$ cat config.mk
export PLATFORM = sky130hd
export DESIGN_NAME = double_tap_key_override_unit
export DESIGN_NICKNAME = d
export VERILOG_FILES = /design/src/rtl/dtko_pkg.sv /design/src/rtl/dtko_cell.sv /design/src/rtl/dtko_chain.sv /design/src/rtl/double_tap_key_override_unit.sv
export SDC_FILE = /design/constraint.sdc
export NUM_CORES = 1
export LEC_CHECK = 0
export BUFFER_PORTS_ARGS = -buffer_cell sky130_fd_sc_hd__clkbuf_2
export CAP_MARGIN = 0
export CORE_MARGIN = 1
export CORE_UTILIZATION = 30
export CTS_BUF_LIST = sky130_fd_sc_hd__clkbuf_8 sky130_fd_sc_hd__clkbuf_16
export CTS_CLUSTER_DIAMETER = 30
export CTS_CLUSTER_SIZE = 28
export DETAILED_ROUTE_END_ITERATION = 8
export PLACE_DENSITY_LB_ADDON = 0.05
export SLEW_MARGIN = 10
export SYNTH_ARGS = -nofsm -noshare
export SYNTH_HDL_FRONTEND = slang
export SYNTH_SLANG_ARGS = --single-unit
$ cat constraint.sdc
create_clock -name clk_i -period 7.2 [get_ports clk_i]
set_clock_uncertainty 0.05 [all_clocks]
set_input_delay 0.72 -clock clk_i [delete_from_list [all_inputs] [get_ports clk_i]]
set_output_delay 0.72 -clock clk_i [all_outputs]
set_load 0.05 [all_outputs]
$ cat src/rtl/dtko_pkg.sv
// -----------------------------------------------------------------------------
// Double-tap key override package
// Shared widths, codes, item types and helpers for the override unit.
// -----------------------------------------------------------------------------
`default_nettype none

package dtko_pkg;

  // Table size and the widths that follow from it.
  localparam int ENTRIES = 16;
  localparam int IDX_W   = (ENTRIES > 1) ? $clog2(ENTRIES) : 1;
  localparam int CNT_W   = $clog2(ENTRIES + 1);

  // Fixed field widths of the item formats.
  localparam int CMD_W   = 2;
  localparam int CODE_W  = 16;
  localparam int BYTE_W  = 8;
  localparam int ENTRY_W = 4;
  localparam int KIND_W  = 2;
  localparam int TERM_W  = 16;
  localparam int COUNT_W = 5;
  localparam int CFG_W   = 16;
  localparam int CFG_IDX_W = 1;

  // Command codes.
  localparam logic [CMD_W-1:0] CMD_KEY   = 2'd0;
  localparam logic [CMD_W-1:0] CMD_TICK  = 2'd1;
  localparam logic [CMD_W-1:0] CMD_WRITE = 2'd2;

  // Result kinds.
  localparam logic [KIND_W-1:0] KIND_PASS    = 2'd0;
  localparam logic [KIND_W-1:0] KIND_CONSUME = 2'd1;
  localparam logic [KIND_W-1:0] KIND_SINGLE  = 2'd2;
  localparam logic [KIND_W-1:0] KIND_DOUBLE  = 2'd3;

  // Configuration register indexes.
  localparam logic [CFG_IDX_W-1:0] CFG_TAP_TERM    = 1'd0;
  localparam logic [CFG_IDX_W-1:0] CFG_ENTRY_COUNT = 1'd1;

  // Reset values of the configuration registers.
  localparam logic [TERM_W-1:0]  TAP_TERM_RST    = 16'd200;
  localparam logic [COUNT_W-1:0] ENTRY_COUNT_RST = 5'd0;

  // Input item.
  typedef struct packed {
    logic [CMD_W-1:0]   command;
    logic               is_press;
    logic [CODE_W-1:0]  key_code;
    logic [BYTE_W-1:0]  matrix_row;
    logic [BYTE_W-1:0]  matrix_col;
    logic [BYTE_W-1:0]  mods_held;
    logic [CODE_W-1:0]  now_ms;
    logic [ENTRY_W-1:0] entry_index;
    logic               entry_by_position;
    logic [CODE_W-1:0]  entry_base_id;
    logic [CODE_W-1:0]  entry_single_code;
  } item_t;

  // Result item.
  typedef struct packed {
    logic [KIND_W-1:0]  kind;
    logic [CODE_W-1:0]  out_code;
    logic [ENTRY_W-1:0] out_entry;
    logic               last;
  } result_t;

  // Table write broadcast to every cell.
  typedef struct packed {
    logic               we;
    logic [ENTRY_W-1:0] index;
    logic               by_pos;
    logic [CODE_W-1:0]  base;
    logic [CODE_W-1:0]  single;
  } tbl_wr_t;

  // Lookup key broadcast to every cell while a scan runs.
  typedef struct packed {
    logic [CODE_W-1:0] key_code;
    logic [CODE_W-1:0] pos;
    logic [IDX_W-1:0]  pend_idx;
    logic [CNT_W-1:0]  n_used;
  } query_t;

  // Scan token handed from cell to cell.
  typedef struct packed {
    logic              valid;
    logic              found;
    logic [IDX_W-1:0]  idx;
    logic [CODE_W-1:0] pend_code;
  } scan_tok_t;

  // Build one result item.
  function automatic result_t mk_res(logic [KIND_W-1:0] kind, logic [CODE_W-1:0] code,
                                     logic [ENTRY_W-1:0] entry, logic last);
    result_t r;
    r.kind      = kind;
    r.out_code  = code;
    r.out_entry = entry;
    r.last      = last;
    return r;
  endfunction

endpackage

`default_nettype wire

$ cat src/rtl/dtko_cell.sv
// -----------------------------------------------------------------------------
// Override table cell
// Holds one table entry and checks the passing scan token against it.
// -----------------------------------------------------------------------------
`default_nettype none

module dtko_cell
  import dtko_pkg::*;
(
  input  wire logic      clk_i,
  input  wire logic      rst_ni,
  input  wire logic [IDX_W-1:0] my_idx_i,
  input  wire tbl_wr_t   wr_i,
  input  wire query_t    query_i,
  input  wire scan_tok_t tok_i,
  output scan_tok_t      tok_o
);

  logic              by_pos_q;
  logic [CODE_W-1:0] base_q;
  logic [CODE_W-1:0] single_q;
  scan_tok_t         tok_q, tok_d;
  logic              wr_hit;
  logic              in_use;
  logic [CODE_W-1:0] key;
  logic              hit;

  // Entry storage, written when the broadcast index names this cell.
  assign wr_hit = wr_i.we &&
                  ({{IDX_W{1'b0}}, wr_i.index} == {{ENTRY_W{1'b0}}, my_idx_i});

  always_ff @(posedge clk_i) begin
    if (wr_hit) begin
      by_pos_q <= wr_i.by_pos;
      base_q   <= wr_i.base;
      single_q <= wr_i.single;
    end
  end

  // Match check: the first entry in use that matches claims the token.
  assign in_use = {{CNT_W{1'b0}}, my_idx_i} < {{IDX_W{1'b0}}, query_i.n_used};
  assign key    = by_pos_q ? query_i.pos : query_i.key_code;
  assign hit    = tok_i.valid && !tok_i.found && in_use && (key == base_q);

  always_comb begin
    tok_d           = tok_i;
    tok_d.found     = tok_i.found || hit;
    tok_d.idx       = hit ? my_idx_i : tok_i.idx;
    // The pending entry drops its single code into the token on the way past.
    tok_d.pend_code = (my_idx_i == query_i.pend_idx) ? single_q : tok_i.pend_code;
  end

  // Token register toward the next cell.
  always_ff @(posedge clk_i or negedge rst_ni) begin
    if (!rst_ni) begin
      tok_q <= '0;
    end else begin
      tok_q <= tok_d;
    end
  end

  assign tok_o = tok_q;

endmodule

`default_nettype wire

$ cat src/rtl/dtko_chain.sv
// -----------------------------------------------------------------------------
// Override table chain
// Row of table cells; the scan token moves one cell per cycle.
// -----------------------------------------------------------------------------
`default_nettype none

module dtko_chain
  import dtko_pkg::*;
(
  input  wire logic      clk_i,
  input  wire logic      rst_ni,
  input  wire tbl_wr_t   wr_i,
  input  wire query_t    query_i,
  input  wire scan_tok_t tok_i,
  output scan_tok_t      tok_o
);

  scan_tok_t tok[ENTRIES+1];

  assign tok[0] = tok_i;

  // One cell per table entry, each handing its token to the next.
  for (genvar g = 0; g < ENTRIES; g++) begin : g_cell
    dtko_cell u_cell (
      .clk_i    (clk_i),
      .rst_ni   (rst_ni),
      .my_idx_i (IDX_W'(g)),
      .wr_i     (wr_i),
      .query_i  (query_i),
      .tok_i    (tok[g]),
      .tok_o    (tok[g+1])
    );
  end

  assign tok_o = tok[ENTRIES];

endmodule

`default_nettype wire

$ cat src/rtl/double_tap_key_override_unit.sv
// -----------------------------------------------------------------------------
// Double-tap key override unit
// Detects double taps of keys listed in a table of overrides.
// -----------------------------------------------------------------------------
//
//   Channel   Signals                              Transfer
//   -------   ----------------------------------   ---------------------------
//   input     start_i, busy_o, item_i              start_i high, busy_o low
//   result    res_valid_o, res_o                   res_valid_o high, no stall
//   config    cfg_we_i, cfg_idx_i, cfg_data_i      cfg_we_i high
//
// A table write reaches the cells at the accepting edge. A key event or tick
// sends a token through the ENTRIES cells, one cell per cycle; the first
// result passes launch_q, every cell's token register and the result register,
// and a second follows in the next cycle. busy_o drops as the last one goes out.
// Reset clears the pending tap and loads the register defaults; table entries
// hold nothing until written. The receiver cannot stall results.
// -----------------------------------------------------------------------------
`default_nettype none

module double_tap_key_override_unit
  import dtko_pkg::*;
(
  input  wire logic                 clk_i,
  input  wire logic                 rst_ni,
  input  wire logic                 start_i,
  output logic                      busy_o,
  input  wire item_t                item_i,
  output logic                      res_valid_o,
  output result_t                   res_o,
  input  wire logic                 cfg_we_i,
  input  wire logic [CFG_IDX_W-1:0] cfg_idx_i,
  input  wire logic [CFG_W-1:0]     cfg_data_i
);

  typedef enum logic [2:0] {
    ST_IDLE  = 3'b001,
    ST_SCAN  = 3'b010,
    ST_EMIT2 = 3'b100
  } state_e;

  state_e            state_q, state_d;
  logic              launch_q, launch_d;
  logic              res_valid_q, res_valid_d;
  result_t           res_q, res_d;
  result_t           hold_q, hold_d;
  logic              pend_valid_q, pend_valid_d;
  logic [IDX_W-1:0]  pend_idx_q, pend_idx_d;
  logic [CODE_W-1:0] pend_time_q, pend_time_d;
  logic [TERM_W-1:0]  tap_term_q;
  logic [COUNT_W-1:0] entry_count_q;

  // Item fields captured at accept.
  logic [CMD_W-1:0]  cmd_q;
  logic              press_q;
  logic [CODE_W-1:0] code_q;
  logic [CODE_W-1:0] pos_q;
  logic [BYTE_W-1:0] mods_q;
  logic [CODE_W-1:0] now_q;

  logic              accept;
  tbl_wr_t           wr;
  query_t            query;
  scan_tok_t         tok_in, tok_out;
  logic [CODE_W-1:0] elapsed;
  logic              in_term;

  assign accept = start_i && (state_q == ST_IDLE);
  assign busy_o = (state_q != ST_IDLE);

  // Configuration registers.
  always_ff @(posedge clk_i or negedge rst_ni) begin
    if (!rst_ni) begin
      tap_term_q    <= TAP_TERM_RST;
      entry_count_q <= ENTRY_COUNT_RST;
    end else if (cfg_we_i) begin
      case (cfg_idx_i)
        CFG_TAP_TERM:    tap_term_q    <= cfg_data_i[TERM_W-1:0];
        CFG_ENTRY_COUNT: entry_count_q <= cfg_data_i[COUNT_W-1:0];
        default: ;
      endcase
    end
  end

  // Capture the item for the scan.
  always_ff @(posedge clk_i) begin
    if (accept) begin
      cmd_q   <= item_i.command;
      press_q <= item_i.is_press;
      code_q  <= item_i.key_code;
      pos_q   <= {item_i.matrix_row, item_i.matrix_col};
      mods_q  <= item_i.mods_held;
      now_q   <= item_i.now_ms;
    end
  end

  // Table writes go straight to the cells.
  always_comb begin
    wr.we     = accept && (item_i.command == CMD_WRITE);
    wr.index  = item_i.entry_index;
    wr.by_pos = item_i.entry_by_position;
    wr.base   = item_i.entry_base_id;
    wr.single = item_i.entry_single_code;
  end

  // Lookup key; entry count is clamped to the table size.
  always_comb begin
    query.key_code = code_q;
    query.pos      = pos_q;
    query.pend_idx = pend_idx_q;
    if ({{(CNT_W + 1){1'b0}}, entry_count_q} > (CNT_W + COUNT_W + 1)'(ENTRIES)) begin
      query.n_used = CNT_W'(ENTRIES);
    end else begin
      query.n_used = CNT_W'(entry_count_q);
    end
  end

  assign tok_in = '{valid: launch_q, found: 1'b0, idx: '0, pend_code: '0};

  dtko_chain u_chain (
    .clk_i   (clk_i),
    .rst_ni  (rst_ni),
    .wr_i    (wr),
    .query_i (query),
    .tok_i   (tok_in),
    .tok_o   (tok_out)
  );

  assign elapsed = now_q - pend_time_q;
  assign in_term = (elapsed <= tap_term_q);

  // Sequencer and result decision once the token leaves the last cell.
  always_comb begin
    state_d      = state_q;
    launch_d     = 1'b0;
    res_valid_d  = 1'b0;
    res_d        = res_q;
    hold_d       = hold_q;
    pend_valid_d = pend_valid_q;
    pend_idx_d   = pend_idx_q;
    pend_time_d  = pend_time_q;
    case (state_q)
      ST_IDLE: begin
        if (accept && (item_i.command == CMD_KEY || item_i.command == CMD_TICK)) begin
          launch_d = 1'b1;
          state_d  = ST_SCAN;
        end
      end
      ST_SCAN: begin
        if (tok_out.valid) begin
          state_d = ST_IDLE;
          if (cmd_q == CMD_TICK) begin
            // Timeout flush of the pending tap.
            if (pend_valid_q && !in_term) begin
              res_valid_d  = 1'b1;
              res_d        = mk_res(KIND_SINGLE, tok_out.pend_code, '0, 1'b1);
              pend_valid_d = 1'b0;
            end
          end else if (mods_q != '0) begin
            // Modifiers held: pass through, pending tap untouched.
            res_valid_d = 1'b1;
            res_d       = mk_res(KIND_PASS, '0, '0, 1'b1);
          end else if (!tok_out.found) begin
            // Unrelated event flushes the pending tap, then passes.
            res_valid_d = 1'b1;
            if (pend_valid_q) begin
              res_d        = mk_res(KIND_SINGLE, tok_out.pend_code, '0, 1'b0);
              hold_d       = mk_res(KIND_PASS, '0, '0, 1'b1);
              pend_valid_d = 1'b0;
              state_d      = ST_EMIT2;
            end else begin
              res_d = mk_res(KIND_PASS, '0, '0, 1'b1);
            end
          end else if (!press_q) begin
            // Release of a matched key is swallowed.
            res_valid_d = 1'b1;
            res_d       = mk_res(KIND_CONSUME, '0, '0, 1'b1);
          end else if (pend_valid_q && pend_idx_q == tok_out.idx && in_term) begin
            // Second press in time: double action.
            res_valid_d  = 1'b1;
            res_d        = mk_res(KIND_DOUBLE, '0, ENTRY_W'(tok_out.idx), 1'b1);
            pend_valid_d = 1'b0;
          end else begin
            // New pending press, flushing any older one first.
            res_valid_d  = 1'b1;
            pend_valid_d = 1'b1;
            pend_idx_d   = tok_out.idx;
            pend_time_d  = now_q;
            if (pend_valid_q) begin
              res_d   = mk_res(KIND_SINGLE, tok_out.pend_code, '0, 1'b0);
              hold_d  = mk_res(KIND_CONSUME, '0, '0, 1'b1);
              state_d = ST_EMIT2;
            end else begin
              res_d = mk_res(KIND_CONSUME, '0, '0, 1'b1);
            end
          end
        end
      end
      ST_EMIT2: begin
        res_valid_d = 1'b1;
        res_d       = hold_q;
        state_d     = ST_IDLE;
      end
      default: begin
        state_d = ST_IDLE;
      end
    endcase
  end

  // Control state.
  always_ff @(posedge clk_i or negedge rst_ni) begin
    if (!rst_ni) begin
      state_q      <= ST_IDLE;
      launch_q     <= 1'b0;
      res_valid_q  <= 1'b0;
      pend_valid_q <= 1'b0;
      pend_idx_q   <= '0;
      pend_time_q  <= '0;
    end else begin
      state_q      <= state_d;
      launch_q     <= launch_d;
      res_valid_q  <= res_valid_d;
      pend_valid_q <= pend_valid_d;
      pend_idx_q   <= pend_idx_d;
      pend_time_q  <= pend_time_d;
    end
  end

  // Result payload.
  always_ff @(posedge clk_i) begin
    res_q  <= res_d;
    hold_q <= hold_d;
  end

  assign res_valid_o = res_valid_q;
  assign res_o       = res_q;

endmodule

`default_nettype wire

Word-level counts from Yosys, hierarchy flattened --
Cells that the tools add are included.
Word-level totals: register bits after elaboration 1025, bits in latches 0, bits in writable memories 0, memory bits (read-only) 0, input bits 117, logic and storage cells 417, memories kept 0
Operators by class: $add $sub $neg 1, multipliers 0, divide/modulo/power cells 0, magnitude comparators 18, eq/ne operators 63, shift operators 0, mux-type cells 84, bitwise gates (word level) 4, reduce and logical (&&, ||, !) cells 114
Operators by type and width (count):
- two-way mux 16 bit | 32
- two-way mux 23 bit | 14
- equality test 16 bit | 16
- logical AND 1 bit | 69
- two-way mux 4 bit | 13
- one-hot mux 23 bit (2 select lines) | 1
- < comparator 4 x 5 -> 1 bit (first input constant) | 8
- equality test 4 bit (first input constant) | 8
- equality test 4 bit (second input constant) | 8
- two-way mux 3 bit | 8
- < comparator 3 x 5 -> 1 bit (first input constant) | 4
- equality test 3 x 4 -> 1 bit (first input constant) | 4
- equality test 4 x 3 -> 1 bit (second input constant) | 4
- <= comparator 16 bit | 1
- zero test 1 bit | 16
- logical OR 1 bit | 16
- subtractor 16 bit | 1
- two-way mux 1 bit | 12
- < comparator 1 x 5 -> 1 bit (first input constant) | 2
- < comparator 2 x 5 -> 1 bit (first input constant) | 2
- equality test 2 x 4 -> 1 bit (first input constant) | 2
- equality test 4 x 2 -> 1 bit (second input constant) | 2
- zero test 4 bit | 2
- AND reduction 8 bit | 1
- other kinds (26) | 38

Logic depth before layout (Yosys ltp) --
Gate-level depths: netlist of run 1.
depth after elaboration 10, mapped depth 18

Modules after synthesis --
Synthesis of run 1 repeated with hierarchy kept, for this count alone.
Second synthesis, totals: cell total of the unflattened synthesis 2690, area total of the unflattened synthesis 43310.3 um^2
Modules (own cells, without submodules):
- dtko_cell at u_chain.g_cell[11].u_cell ... | times used 14, cells an instance 140, area an instance 2338.5 um^2, seq. area each 1541.5 um^2
- double_tap_key_override_unit | times used 1, cells an instance 448, area an instance 5876.9 um^2, seq. area each 3673.5 um^2
- dtko_cell at u_chain.g_cell[0].u_cell ... | times used 2, cells an instance 140, area an instance 2343.5 um^2, seq. area each 1541.5 um^2
- dtko_chain | times used 1, cells an instance 2, area an instance 7.5 um^2, seq. area each 0.0 um^2

Worst setup path before layout of run 1 --
OpenSTA, ideal clock, no wires.
kind register to register, from reg pend_time_q[1], to reg res_q (netlist bit res_o[0]) (enable), arrival time 4.908 ns, required time 6.715 ns, slack 1.807 ns, cell stages (with the launch flop) 15, path buffers 0, cell sequence dfrtp_1 > inv_1 > ha_1 > nor2b_1 > o31ai_1 > a21oi_1 > a221o_1 > a211oi_1 > xnor2_1 > ha_1 > nand4_1 > or3_1 > o2111ai_1 > a31oi_1 > o21ai_0
On the way: cells in the longest elaborated chain, start to end 6
RTL lines:
- start: declaration | line double_tap_key_override_unit.sv:49 | logic [CODE_W-1:0] pend_time_q, pend_time_d;
- start signal: assignment | line double_tap_key_override_unit.sv:225 | pend_time_q <= pend_time_d;
- subtractor 16 bit | line double_tap_key_override_unit.sv:129 | assign elapsed = now_q - pend_time_q;
- <= comparator 16 bit | line double_tap_key_override_unit.sv:130 | assign in_term = (elapsed <= tap_term_q);
- zero test 1 bit | line double_tap_key_override_unit.sv:154 | if (pend_valid_q && !in_term) begin
- logical AND 1 bit | line double_tap_key_override_unit.sv:154
- != test 3 bit (no line)
- AND reduction 3 bit (no line)
- end signal: assignment | line double_tap_key_override_unit.sv:231 | res_q <= res_d;
- end: declaration | line double_tap_key_override_unit.sv:45 | result_t res_q, res_d;
Every way passes these cells. A chain may end at the register's enable or synchronous reset.

Final worst setup path of run 1 --
from reg pend_time_q[1], to reg pend_idx_q[0]
On the way: cells in the longest elaborated chain, start to end 5
RTL lines:
- subtractor 16 bit | line double_tap_key_override_unit.sv:129
- <= comparator 16 bit | line double_tap_key_override_unit.sv:130
- logical AND 1 bit | line double_tap_key_override_unit.sv:178 | end else if (pend_valid_q && pend_idx_q == tok_out.idx && in_term) begin
- inverter 1 bit (no line)
- AND reduction 7 bit (no line)
- end signal: assignment | line double_tap_key_override_unit.sv:224 | pend_idx_q <= pend_idx_d;
- end: declaration | line double_tap_key_override_unit.sv:48 | logic [IDX_W-1:0] pend_idx_q, pend_idx_d;
Every way passes these cells.

==> impl_metrics.yaml, run 1 <==
sta:
  tns_ps: 0
  setup_viol: 0
  layout_setup_ws_ps: 2259
  period_share_pct: 68.62
  fmax_mhz: 202.4
  post-route-min-period_ps: 4941
  relSlewSlack_pct: 19.03
  finalMaxSlewViolations: 0
  rsz0062_at_grt: "false"
  hold_violations: 0
  tightest_slew_ps: 1203
global_route:
  grt_pass1_wl_um: 175700
  grt_overflow_total: 0
  track_usage_pct: 18.00
  antenna_found_initial: 12
  grt_pass1_vias: 25440
  grt_max_degree: 108
clock_tree:
  cts.clk_slew.worst_paths_ps: 40
  cts_tree: "built"
  cts_buffer_depth: 4
  cts_buffers: 288
  insertion_delay_ps: 860
  cts_max_level: 5
  post_cts_resized: 0
  cts.sinks: 995
  root_buffer: "clkbuf_16"
  cts_setup_buffers: 0
synthesis:
  ys_seq_elements: 995
  ys.flop_type: "edfxtp_1"
  synth_edf_count: 611
  synth_area_um2: 40050
  syn_area_per_cell_um2: 15.94
  syn-num-nets: 2662
  async_flop_share_pct: 38.59
  ys_warn_count: 0
  seq_area_frac_synth_pct: 69.81
  synth_cell_types: 62
  synthCells: 2513
hold_path:
  hp-start: "cfg_data_i[7]"
  hold_depth: 3
  hold_path_end: "tap_term_q[7]"
  hp-class: "primary input to flop"
final_layout:
  syn2layout_area_growth_pct: 32.59
  regArea_um2: 27960
  drive_above_1_share_pct: 30.47
  final_area_um2: 53110
  fillers: 12090
  final_cell_mix: "611 x edfxtp_1, 380 x dfrtp_1, 295 x clkbuf_16, 256 x mux2i_1, 246 x mux2_2"
  multiInputGateArea_um2: 11530
  final_cells: 4936
  final_common_cell: "edfxtp_1"
  nNetsFinal: 3123
floorplanning:
  design.core.area_um2: 132000
  fp.dieArea_um2: 135000
  die_x_um: 367.4
  initial_core_util_pct: 30.35
  die_h_um: 367.4
  rows: 133
  num_io_pins: 142
status:
  status: "finished, final reports clean"
setup_path:
  worstPathRequired_ps: 7890
  r2r-end: "pend_idx_q[0]"
  crit_arrival_ps: 5630
  critPathLaunchType: "flop"
  crit_fanout: 20
  r2r_start: "pend_time_q[1]"
  rr_worst_depth: 14
  crit_path_end_kind: "flop"
  r2r_slack_ps: 2260
  worstSetupPathType: "flop to flop"
power_and_ir_drop:
  ir_drop_uv: 263.2
  powerDensity_nw_per_um2: 357.1
  p_leak_uw: 0.02103
  total_power_uw: 18970
route:
  routedWlPerCell_um: 24.32
  drtAntennaViolNets: 0
  firstDrtPassIters: 5
  vias_per_cell: 4.697
  first_iter_violations: 1442
  vias: 23180
  post-route-drc-count: 0
  wl_um: 120100
placed_design:
  port-buffer-count: 141
  place_inst: 4372
  gp_congestion: 0.7645
  hpwlAfterDp_um: 69280
  pre_cts_slack_ps: 2014
  place_area_um2: 43130
job:
  max_cap_violations: 0
==> sequential cells by signal, indices dropped and copies added (netlist names) <==
| signal | count |
|---|---|
| res_o | 23 |
| u_chain.g_cell.u_cell.tok_o | 337 |
| entry_count_q | 5 |
| tap_term_q | 16 |
| cmd_q | 2 |
| pend_idx_q | 4 |
| pend_valid_q | 1 |
| state_q | 3 |
| res_valid_o | 1 |
| code_q | 16 |
| launch_q | 1 |
| now_q | 16 |
| hold_q | 1 |
| mods_q | 8 |
| u_chain.g_cell.u_cell.base_q | 256 |
| press_q | 1 |
| u_chain.g_cell.u_cell.single_q | 256 |
| pend_time_q | 16 |
| pos_q | 16 |
| u_chain.g_cell.u_cell.by_pos_q | 16 |
==> how the worst max path moves through the flow <==
| stage | from | end | slack, ps | depth (start not counted) |
|---|---|---|---|---|
| after CTS | pend_time_q[1] | pend_idx_q[0] | 1970 | 14 |
| after global placement | pend_time_q[1] | pend_time_q[0] | 2180 | 14 |
| final | pend_time_q[1] | pend_idx_q[0] | 2260 | 14 |
| after floorplan | pend_time_q[1] | res_o[0] | 1810 | 14 |
| after detailed placement | pend_time_q[1] | pend_idx_q[0] | 2010 | 14 |
| after global routing | pend_time_q[1] | pend_idx_q[0] | 1890 | 14 |
==> cell usage after synthesis, types with 11 or more instances <==
master      n  share of area [%]
xor2_1    153                3.3
xnor2_1   119                2.6
mux2i_1   256                6.4
nand2_1    80               0.75
nor4_1     37               0.58
dfrtp_1   380                 24
nor3_1     11               0.14
nand4_1    38               0.59
and2_1     39               0.61
edfxtp_1  611                 46
ha_1       31               0.97
o21ai_0    24               0.30
nor2b_1    21               0.33
a21oi_1    24               0.30
or2_2      44               0.69
o211ai_1   21               0.39
nor2_1     55               0.52
a221oi_1   20               0.44
buf_2      52               0.65
mux2_2    246                6.9
nand3_1    44               0.55
inv_1      42               0.39
clkbuf_1   54               0.51
==> where the power goes <==
| group | internal, uW | switching, uW |
|---|---|---|
| clock network | 8500 | 3410 |
| logic | 251 | 577 |
| registers | 6180 | 46.9 |
| total | 14900 | 4040 |
==> kinds of logic after synthesis <==
kind of cell             after synthesis  synth area share (%)
adder cells (fa/ha/maj)               32                 1.018
AND/OR/NAND/NOR                      426                 5.898
AO/OA/AOI/OAI                        131                 2.259
buffers and inverters                155                 1.749
flip-flops                           995                 69.81
XOR/XNOR                             272                 5.948
multiplexers                         502                 13.31
==> repair_timing <==
action                     in CTS  in global routing
hold endpoints to repair      140                  0
hold buffers                   67                  0
setup endpoints to repair       0                  0
==> area by class of cell <==
type	instances	area share (%)
clock inverter	164	2.634
antenna	1	0.004712
inverter	42	0.2969
clock buffer	332	14.86
timing repair buffer	284	3.708
tap	1755	4.135
sequential	995	52.65
multi-input combinational	1363	21.71
==> metal layers <==
layer  global-route usage [%]  part of all wire (%)  up-vias
met5                        0                0.0058        -
met4                    5.946                   2.1        2
met3                    4.104                   5.0      202
met2                    28.07                    46      682
met1                    24.63                    47    12050
li1                         -                     -    10250
==> critical path: stages, from the launching register on <==
cell	delay, ps
dfrtp_1	430
inv_1	70
ha_1	280
nor2b_1	140
o31ai_1	350
a21oi_1	200
a221o_1	420
a211oi_1	280
xnor2_1	110
ha_1	310
nand4_1	180
nor4_2	740
and2_1	890
a221oi_1	230
o211ai_1	170
==> per-stage QoR <==
step | hold WS [ps] | utilization [%]
after floorplan | 296.3 | -
after global placement | 308.1 | 32.68
after detailed placement | 316.2 | 32.68
after CTS | 0.6615 | 40.23
after global routing | 10.16 | 40.24
final | 68.35 | 40.24
Note: power is estimated with default switching activity, not from simulation.
==> run 2, diff against run 1 <==
clock period = 4.2 ns   (was 7.2 ns; I/O delays follow)
==> run 2 against run 1 <==
  * Final cell count grew 1.4%
  * Critical path depth grew 4
  * Die area did not move
  * Maximum frequency increased by 20%
  * Sequential power grew 74%
  * First-iteration DRC count increased by 2.4%
  * Routed wire length increased by 4.0%
  * Utilization is 0.48 points higher
  * Flip-flop and latch count unchanged
  * Clock power up 66%
  * Worst hold slack worse by 21 ps
  * Setup slack worse by 2200 ps
==> impl_metrics.yaml, run 2 (synthesis results as in run 1) <==
final_layout:
  nNetsFinal: 3200
  drive_above_1_share_pct: 31.88
  final_cells: 5007
  fillers: 12100
  largest_reg_flops: 337
  final_common_cell: "edfxtp_1"
  syn2layout_area_growth_pct: 34.19
  final_area_um2: 53740
  final_cell_mix: "611 x edfxtp_1, 380 x dfrtp_1, 287 x clkbuf_16, 256 x mux2i_1, 246 x mux2_2"
global_route:
  grt_max_degree: 119
  grt_pass1_vias: 25700
  track_usage_pct: 18.58
  antenna_found_initial: 21
  grt_pass1_wl_um: 181000
  grt_overflow_total: 0
setup_path:
  worstPathRequired_ps: 4670
  critPathLaunchType: "flop"
  crit_path_end_kind: "flop"
  crit_arrival_ps: 4600
  crit_fanout: 6
  r2r_start: "pend_time_q[1]"
  r2r_slack_ps: 70
  rr_worst_depth: 18
  r2r-end: "res_o[11]"
  worstSetupPathType: "flop to flop"
clock_tree:
  cts_buffer_depth: 4
  insertion_delay_ps: 850
  root_buffer: "clkbuf_16"
  cts.sinks: 995
  cts_buffers: 279
  cts.clk_slew.worst_paths_ps: 50
  cts_max_level: 5
  cts_tree: "built"
route:
  post-route-drc-count: 0
  vias_per_cell: 4.699
  drtAntennaViolNets: 0
  wl_um: 124800
  firstDrtPassIters: 5
  first_iter_violations: 1476
  vias: 23530
  routedWlPerCell_um: 24.93
sta:
  finalMaxSlewViolations: 0
  layout_setup_ws_ps: 70.09
  period_share_pct: 98.33
  post-route-min-period_ps: 4130
  setup_viol: 0
  relSlewSlack_pct: 22.36
  hold_violations: 0
  fmax_mhz: 242.1
  tightest_slew_ps: 1165
  rsz0062_at_grt: "true"
hold_path:
  hp-class: "primary input to flop"
  hp-start: "item_i[8]"
  hold_path_end: "u_chain.g_cell[11].u_cell.single_q[8]"
  hold_depth: 1
floorplanning:
  fp.dieArea_um2: 135000
  num_io_pins: 142
  rows: 133
  design.core.area_um2: 132000
  die_h_um: 367.4
  initial_core_util_pct: 30.35
  die_x_um: 367.4
power_and_ir_drop:
  ir_drop_uv: 303.5
  powerDensity_nw_per_um2: 595.4
  p_leak_uw: 0.02133
placed_design:
  place_area_um2: 43710
  pre_cts_slack_ps: -77.95
  hpwlAfterDp_um: 77380
  gp_congestion: 0.8308
  place_inst: 4428
  port-buffer-count: 141
job:
  max_cap_violations: 0
status:
  status: "finished, final reports clean"
-- run 2: cell count changes in the layout (fill, tap and decap cells not counted), moves of 7 or more --
cell / before / now
inv_1: 93 / 86
clkbuf_8: 37 / 26
clkbuf_16: 295 / 287
buf_4: 75 / 124
clkinv_1: 21 / 28
buf_12: 1 / 15
clkinv_4: 1 / 10
clkinvlp_4: 14 / 7
dlygate4sd3_1: 67 / 85
-- run 2: worst max-delay path by stage --
stage	from	end	slack, ps	cells after the start
6_report	pend_time_q[1]	res_o[11]	70	18
5_1_grt	pend_time_q[1]	res_o[11]	-70	18
4_1_cts	now_q[0]	res_o[6]	2	17
3_5_place_dp	pend_time_q[1]	res_o[17]	-80	17
3_3_place_gp	pend_time_q[1]	res_o[10]	-100	17
2_1_floorplan	pend_time_q[1]	res_o[0]	30	14
-- run 2: where the power goes --
group	switching (uW)	total, uW	leakage (uW)	internal (uW)
logic	930	1450	0.00652	520
registers	215	10800	0.0102	10600
clock network	5820	19700	0.00457	13900
-- run 2: repair_timing --
item | in CTS | in global routing
endpoints found under the hold margin | 476 | 0
gates resized for setup | 2 | 23
gates cloned | 0 | 3
buffers inserted | 0 | 8
pin swaps | 0 | 8
setup endpoints to repair | 23 | 65
hold buffers | 86 | 0
-- run 2: critical path, cell delays in order, from the launching register on --
cell       delay (ps)
dfrtp_1           350
inv_1              60
ha_1              290
nor2b_4           130
o31ai_1           180
buf_4             160
a21oi_2            60
a221o_1           360
a211oi_2          280
xnor2_1            90
ha_1              320
nand4_1           130
or3_4             410
o2111ai_4         220
buf_6             140
a31oi_4            90
o21ai_4           180
buf_12            150
clkbuf_16         160
-- run 2: layer usage --
layer  GRT usage, %  wire length [um]
met3          3.464              5559
met5              0                27
met1          25.41             57580
met4          6.979              3596
met2          29.18             58060
-- run 2: per-stage QoR --
stage	util (%)	power (uW)	setup TNS (ps)	hold WS [ps]
after floorplan	-	11470	0	74.41
after global placement	33.13	12300	-2141	280.0
after detailed placement	33.13	12310	-1696	284.3
after CTS	40.53	32400	0	1.549
after global routing	40.72	33060	-944.3	30.70
final	40.73	32000	0	47.02
-- run 2: cell type report --
cell class	instances	area (um^2)	share of cell area (%)
clock buffer	311	7490	13.94
timing repair buffer	370	2882	5.362
antenna	2	5.005	0.009312
inverter	42	157.7	0.2933
sequential	995	27960	52.03
tap	1755	2196	4.086
clock inverter	169	1404	2.612
multi-input combinational	1363	11650	21.67
==> run 3, diff against run 2 <==
ABC_AREA = 1   (was unset)
==> run 3 against run 2 <==
  * The run now ends with DRC left
  * Worst hold slack worse by 1.1 ps
  * Register-to-register slack better by 340 ps
  * Critical path depth unchanged
  * Utilization shrank 0.63 points
  * Maximum frequency up 9.0%
  * Routed wire length down 0.37%
  * Non-clock buffer count down 91
  * Cell area down 0.31%
  * First-iteration DRC count up 34%
  * Global-route usage down 0.13 points
  * Synthesized cell count grew 28%
  * Via count is 9.9% higher
==> impl_metrics.yaml, run 3 <==
placed_design:
  place_area_um2: 43470
  hpwlAfterDp_um: 77170
  gp_congestion: 0.8340
  port-buffer-count: 141
synthesis:
  syn_area_per_cell_um2: 12.57
  async_flop_share_pct: 38.59
  yosys-top-cells-count: "611 x edfxtp_1, 601 x nand2_1, 380 x dfrtp_1"
  ys_warn_count: 0
  synth_edf_count: 611
  yosysTopAreaCellShare_pct: 45.30
  yosys-top-cells-area: "edfxtp_1 45%, dfrtp_1 23%, mux2_2 6.7%"
  synthCells: 3223
  yosysMostFrequentCell: "edfxtp_1"
  synth_top_cell_by_area: "edfxtp_1"
  syn-num-nets: 3372
  synth_area_um2: 40500
  seq_area_frac_synth_pct: 69.04
  ys_seq_elements: 995
  ys.flop_type: "edfxtp_1"
  synth_cell_types: 50
final_layout:
  final_cell_mix: "611 x edfxtp_1, 601 x nand2_1, 380 x dfrtp_1, 348 x inv_1, 295 x o21ai_0"
  regArea_um2: 27960
  multiInputGateArea_um2: 10950
  largest_reg_flops: 337
  nNetsFinal: 3833
  final_area_um2: 53580
  syn2layout_area_growth_pct: 32.29
  final_common_cell: "edfxtp_1"
  fillers: 12550
  drive_above_1_share_pct: 24.44
floorplanning:
  rows: 134
  initial_core_util_pct: 30.31
  die_h_um: 369.4
  design.core.area_um2: 133600
  num_io_pins: 142
  fp.dieArea_um2: 136500
  die_x_um: 369.4
sta:
  hold_violations: 0
  period_share_pct: 90.19
  tightest_slew_ps: 1194
  finalMaxSlewViolations: 0
  rsz0062_at_grt: "false"
  relSlewSlack_pct: 20.30
  fmax_mhz: 264.0
  post-route-min-period_ps: 3788
  timing.hold.ws_ps: 45.93
  setup_viol: 0
setup_path:
  worstPathRequired_ps: 4660
  worstSetupPathType: "flop to flop"
  crit_fanout: 23
  critPathLaunchType: "flop"
  crit_path_end_kind: "flop"
  crit_arrival_ps: 4250
route:
  post-route-drc-count: 36
  wl_um: 124400
  first_iter_violations: 1976
  drtAntennaViolNets: 0
  routedWlPerCell_um: 21.93
  vias: 25860
  firstDrtPassIters: 9
  vias_per_cell: 4.558
status:
  status: "complete, but fails checks"
  violations: "DRC"
clock_tree:
  cts_max_level: 5
  cts_buffers: 285
  cts.clk_slew.worst_paths_ps: 40
  cts_buffer_depth: 4
  cts.sinks: 995
  root_buffer: "clkbuf_16"
  cts_tree: "built"
  cts_setup_buffers: 0
  insertion_delay_ps: 850
global_route:
  grt_max_degree: 90
  grt_pass1_wl_um: 181900
  antenna_found_initial: 16
  grt_pass1_vias: 27130
  grt_overflow_total: 0
  track_usage_pct: 18.45
power_and_ir_drop:
  p_leak_uw: 0.02225
  total_power_uw: 33700
  ir_drop_uv: 339.1
  powerDensity_nw_per_um2: 629.0
hold_path:
  hp-class: "primary input to flop"
job:
  max_cap_violations: 0
run 3: cell types whose count changed after synthesis, sizes merged, moves of 40 or more:
cell / change
xnor2: -76
nand2: +537
inv: +251
mux2i: -256
xor2: -63
o21ai: +305
nor2: +139
clkbuf: -40
run 3: power by group:
| group | total, uW | switching (uW) | internal (uW) |
|---|---|---|---|
| clock | 20400 | 5860 | 14500 |
| sequential | 10900 | 228 | 10700 |
| combinational | 2370 | 1730 | 636 |
run 3: layout make-up:
| type | instances | share of cell area, % |
|---|---|---|
| timing repair buffer | 279 | 3.867 |
| clock buffer | 320 | 14.40 |
| inverter | 293 | 2.053 |
| sequential | 995 | 52.19 |
| antenna | 5 | 0.02335 |
| clock inverter | 182 | 2.898 |
| multi-input combinational | 1830 | 20.44 |
| tap | 1768 | 4.129 |
run 3: routing by layer:
layer | GRT usage (%) | vias to the layer above | wire [um]
li1 | - | 12050 | -
met1 | 25.79 | 12670 | 57970
met2 | 27.88 | 897 | 55440
met3 | 4.107 | 235 | 7874
met4 | 6.751 | 4 | 3046
met5 | 0 | - | 29
run 3: final timing paths:
| check | startpoint | end | slack, ps | cells past startpoint |
|---|---|---|---|---|
| setup / recovery | pend_time_q[0] | res_o[5] | 410 | 18 |
| hold / removal | item_i[12] | u_chain.g_cell[2].u_cell.single_q[12] | 50 | 1 |
| setup reg to reg | pend_time_q[0] | res_o[5] | 410 | 18 |
| hold reg to reg | u_chain.g_cell[9].u_cell.tok_o[21] | u_chain.g_cell[10].u_cell.tok_o[21] | 320 | 0 |
| max in group asynchronous | rst_ni | u_chain.g_cell[0].u_cell.tok_o[21] | 2870 | 3 |
| min in group asynchronous | rst_ni | u_chain.g_cell[15].u_cell.tok_o[2] | 140 | 2 |
run 3: metrics by stage:
stage | setup WS, ps | std cells | util, % | setup TNS, ps
2_1_floorplan | -123.9 | 3223 | - | -48120
3_3_place_gp | 185.9 | 5082 | 32.53 | 0
3_5_place_dp | 149.3 | 5082 | 32.53 | 0
4_1_cts | 156.7 | 5667 | 40.09 | 0
5_1_grt | 13.00 | 5667 | 40.09 | 0
6_report | 411.8 | 5672 | 40.10 | 0
run 3: logic make-up after synthesis:
family,count (synthesis),share of synthesized area (%)
adder cells (fa/ha/maj),32,1.007
buffers and inverters,398,4.236
multiplexers,240,6.673
XOR/XNOR,133,2.876
flip-flops,995,69.04
AO/OA/AOI/OAI,441,5.786
AND/OR/NAND/NOR,984,10.38
run 3: worst max-delay path, cell delays in order (launching register included):
cell      delay, ps
dfrtp_1         370
ha_1            250
fa_1            420
o21ai_1         230
a21boi_0        230
o21ai_1         210
nand3_1          90
nand2_1          80
xor2_1           70
ha_1            270
nand2_1          50
inv_1            60
nand3_1          90
nor3_2          140
nand2_1          70
nand2_1         110
nand3_1         110
a21oi_1         200
or2_4           350
run 3: repair_timing:
action | CTS | global route
hold buffers | 83 | 0
resized for setup | 0 | 1
setup endpoints to repair | 0 | 23
endpoints found under the hold margin | 183 | 0
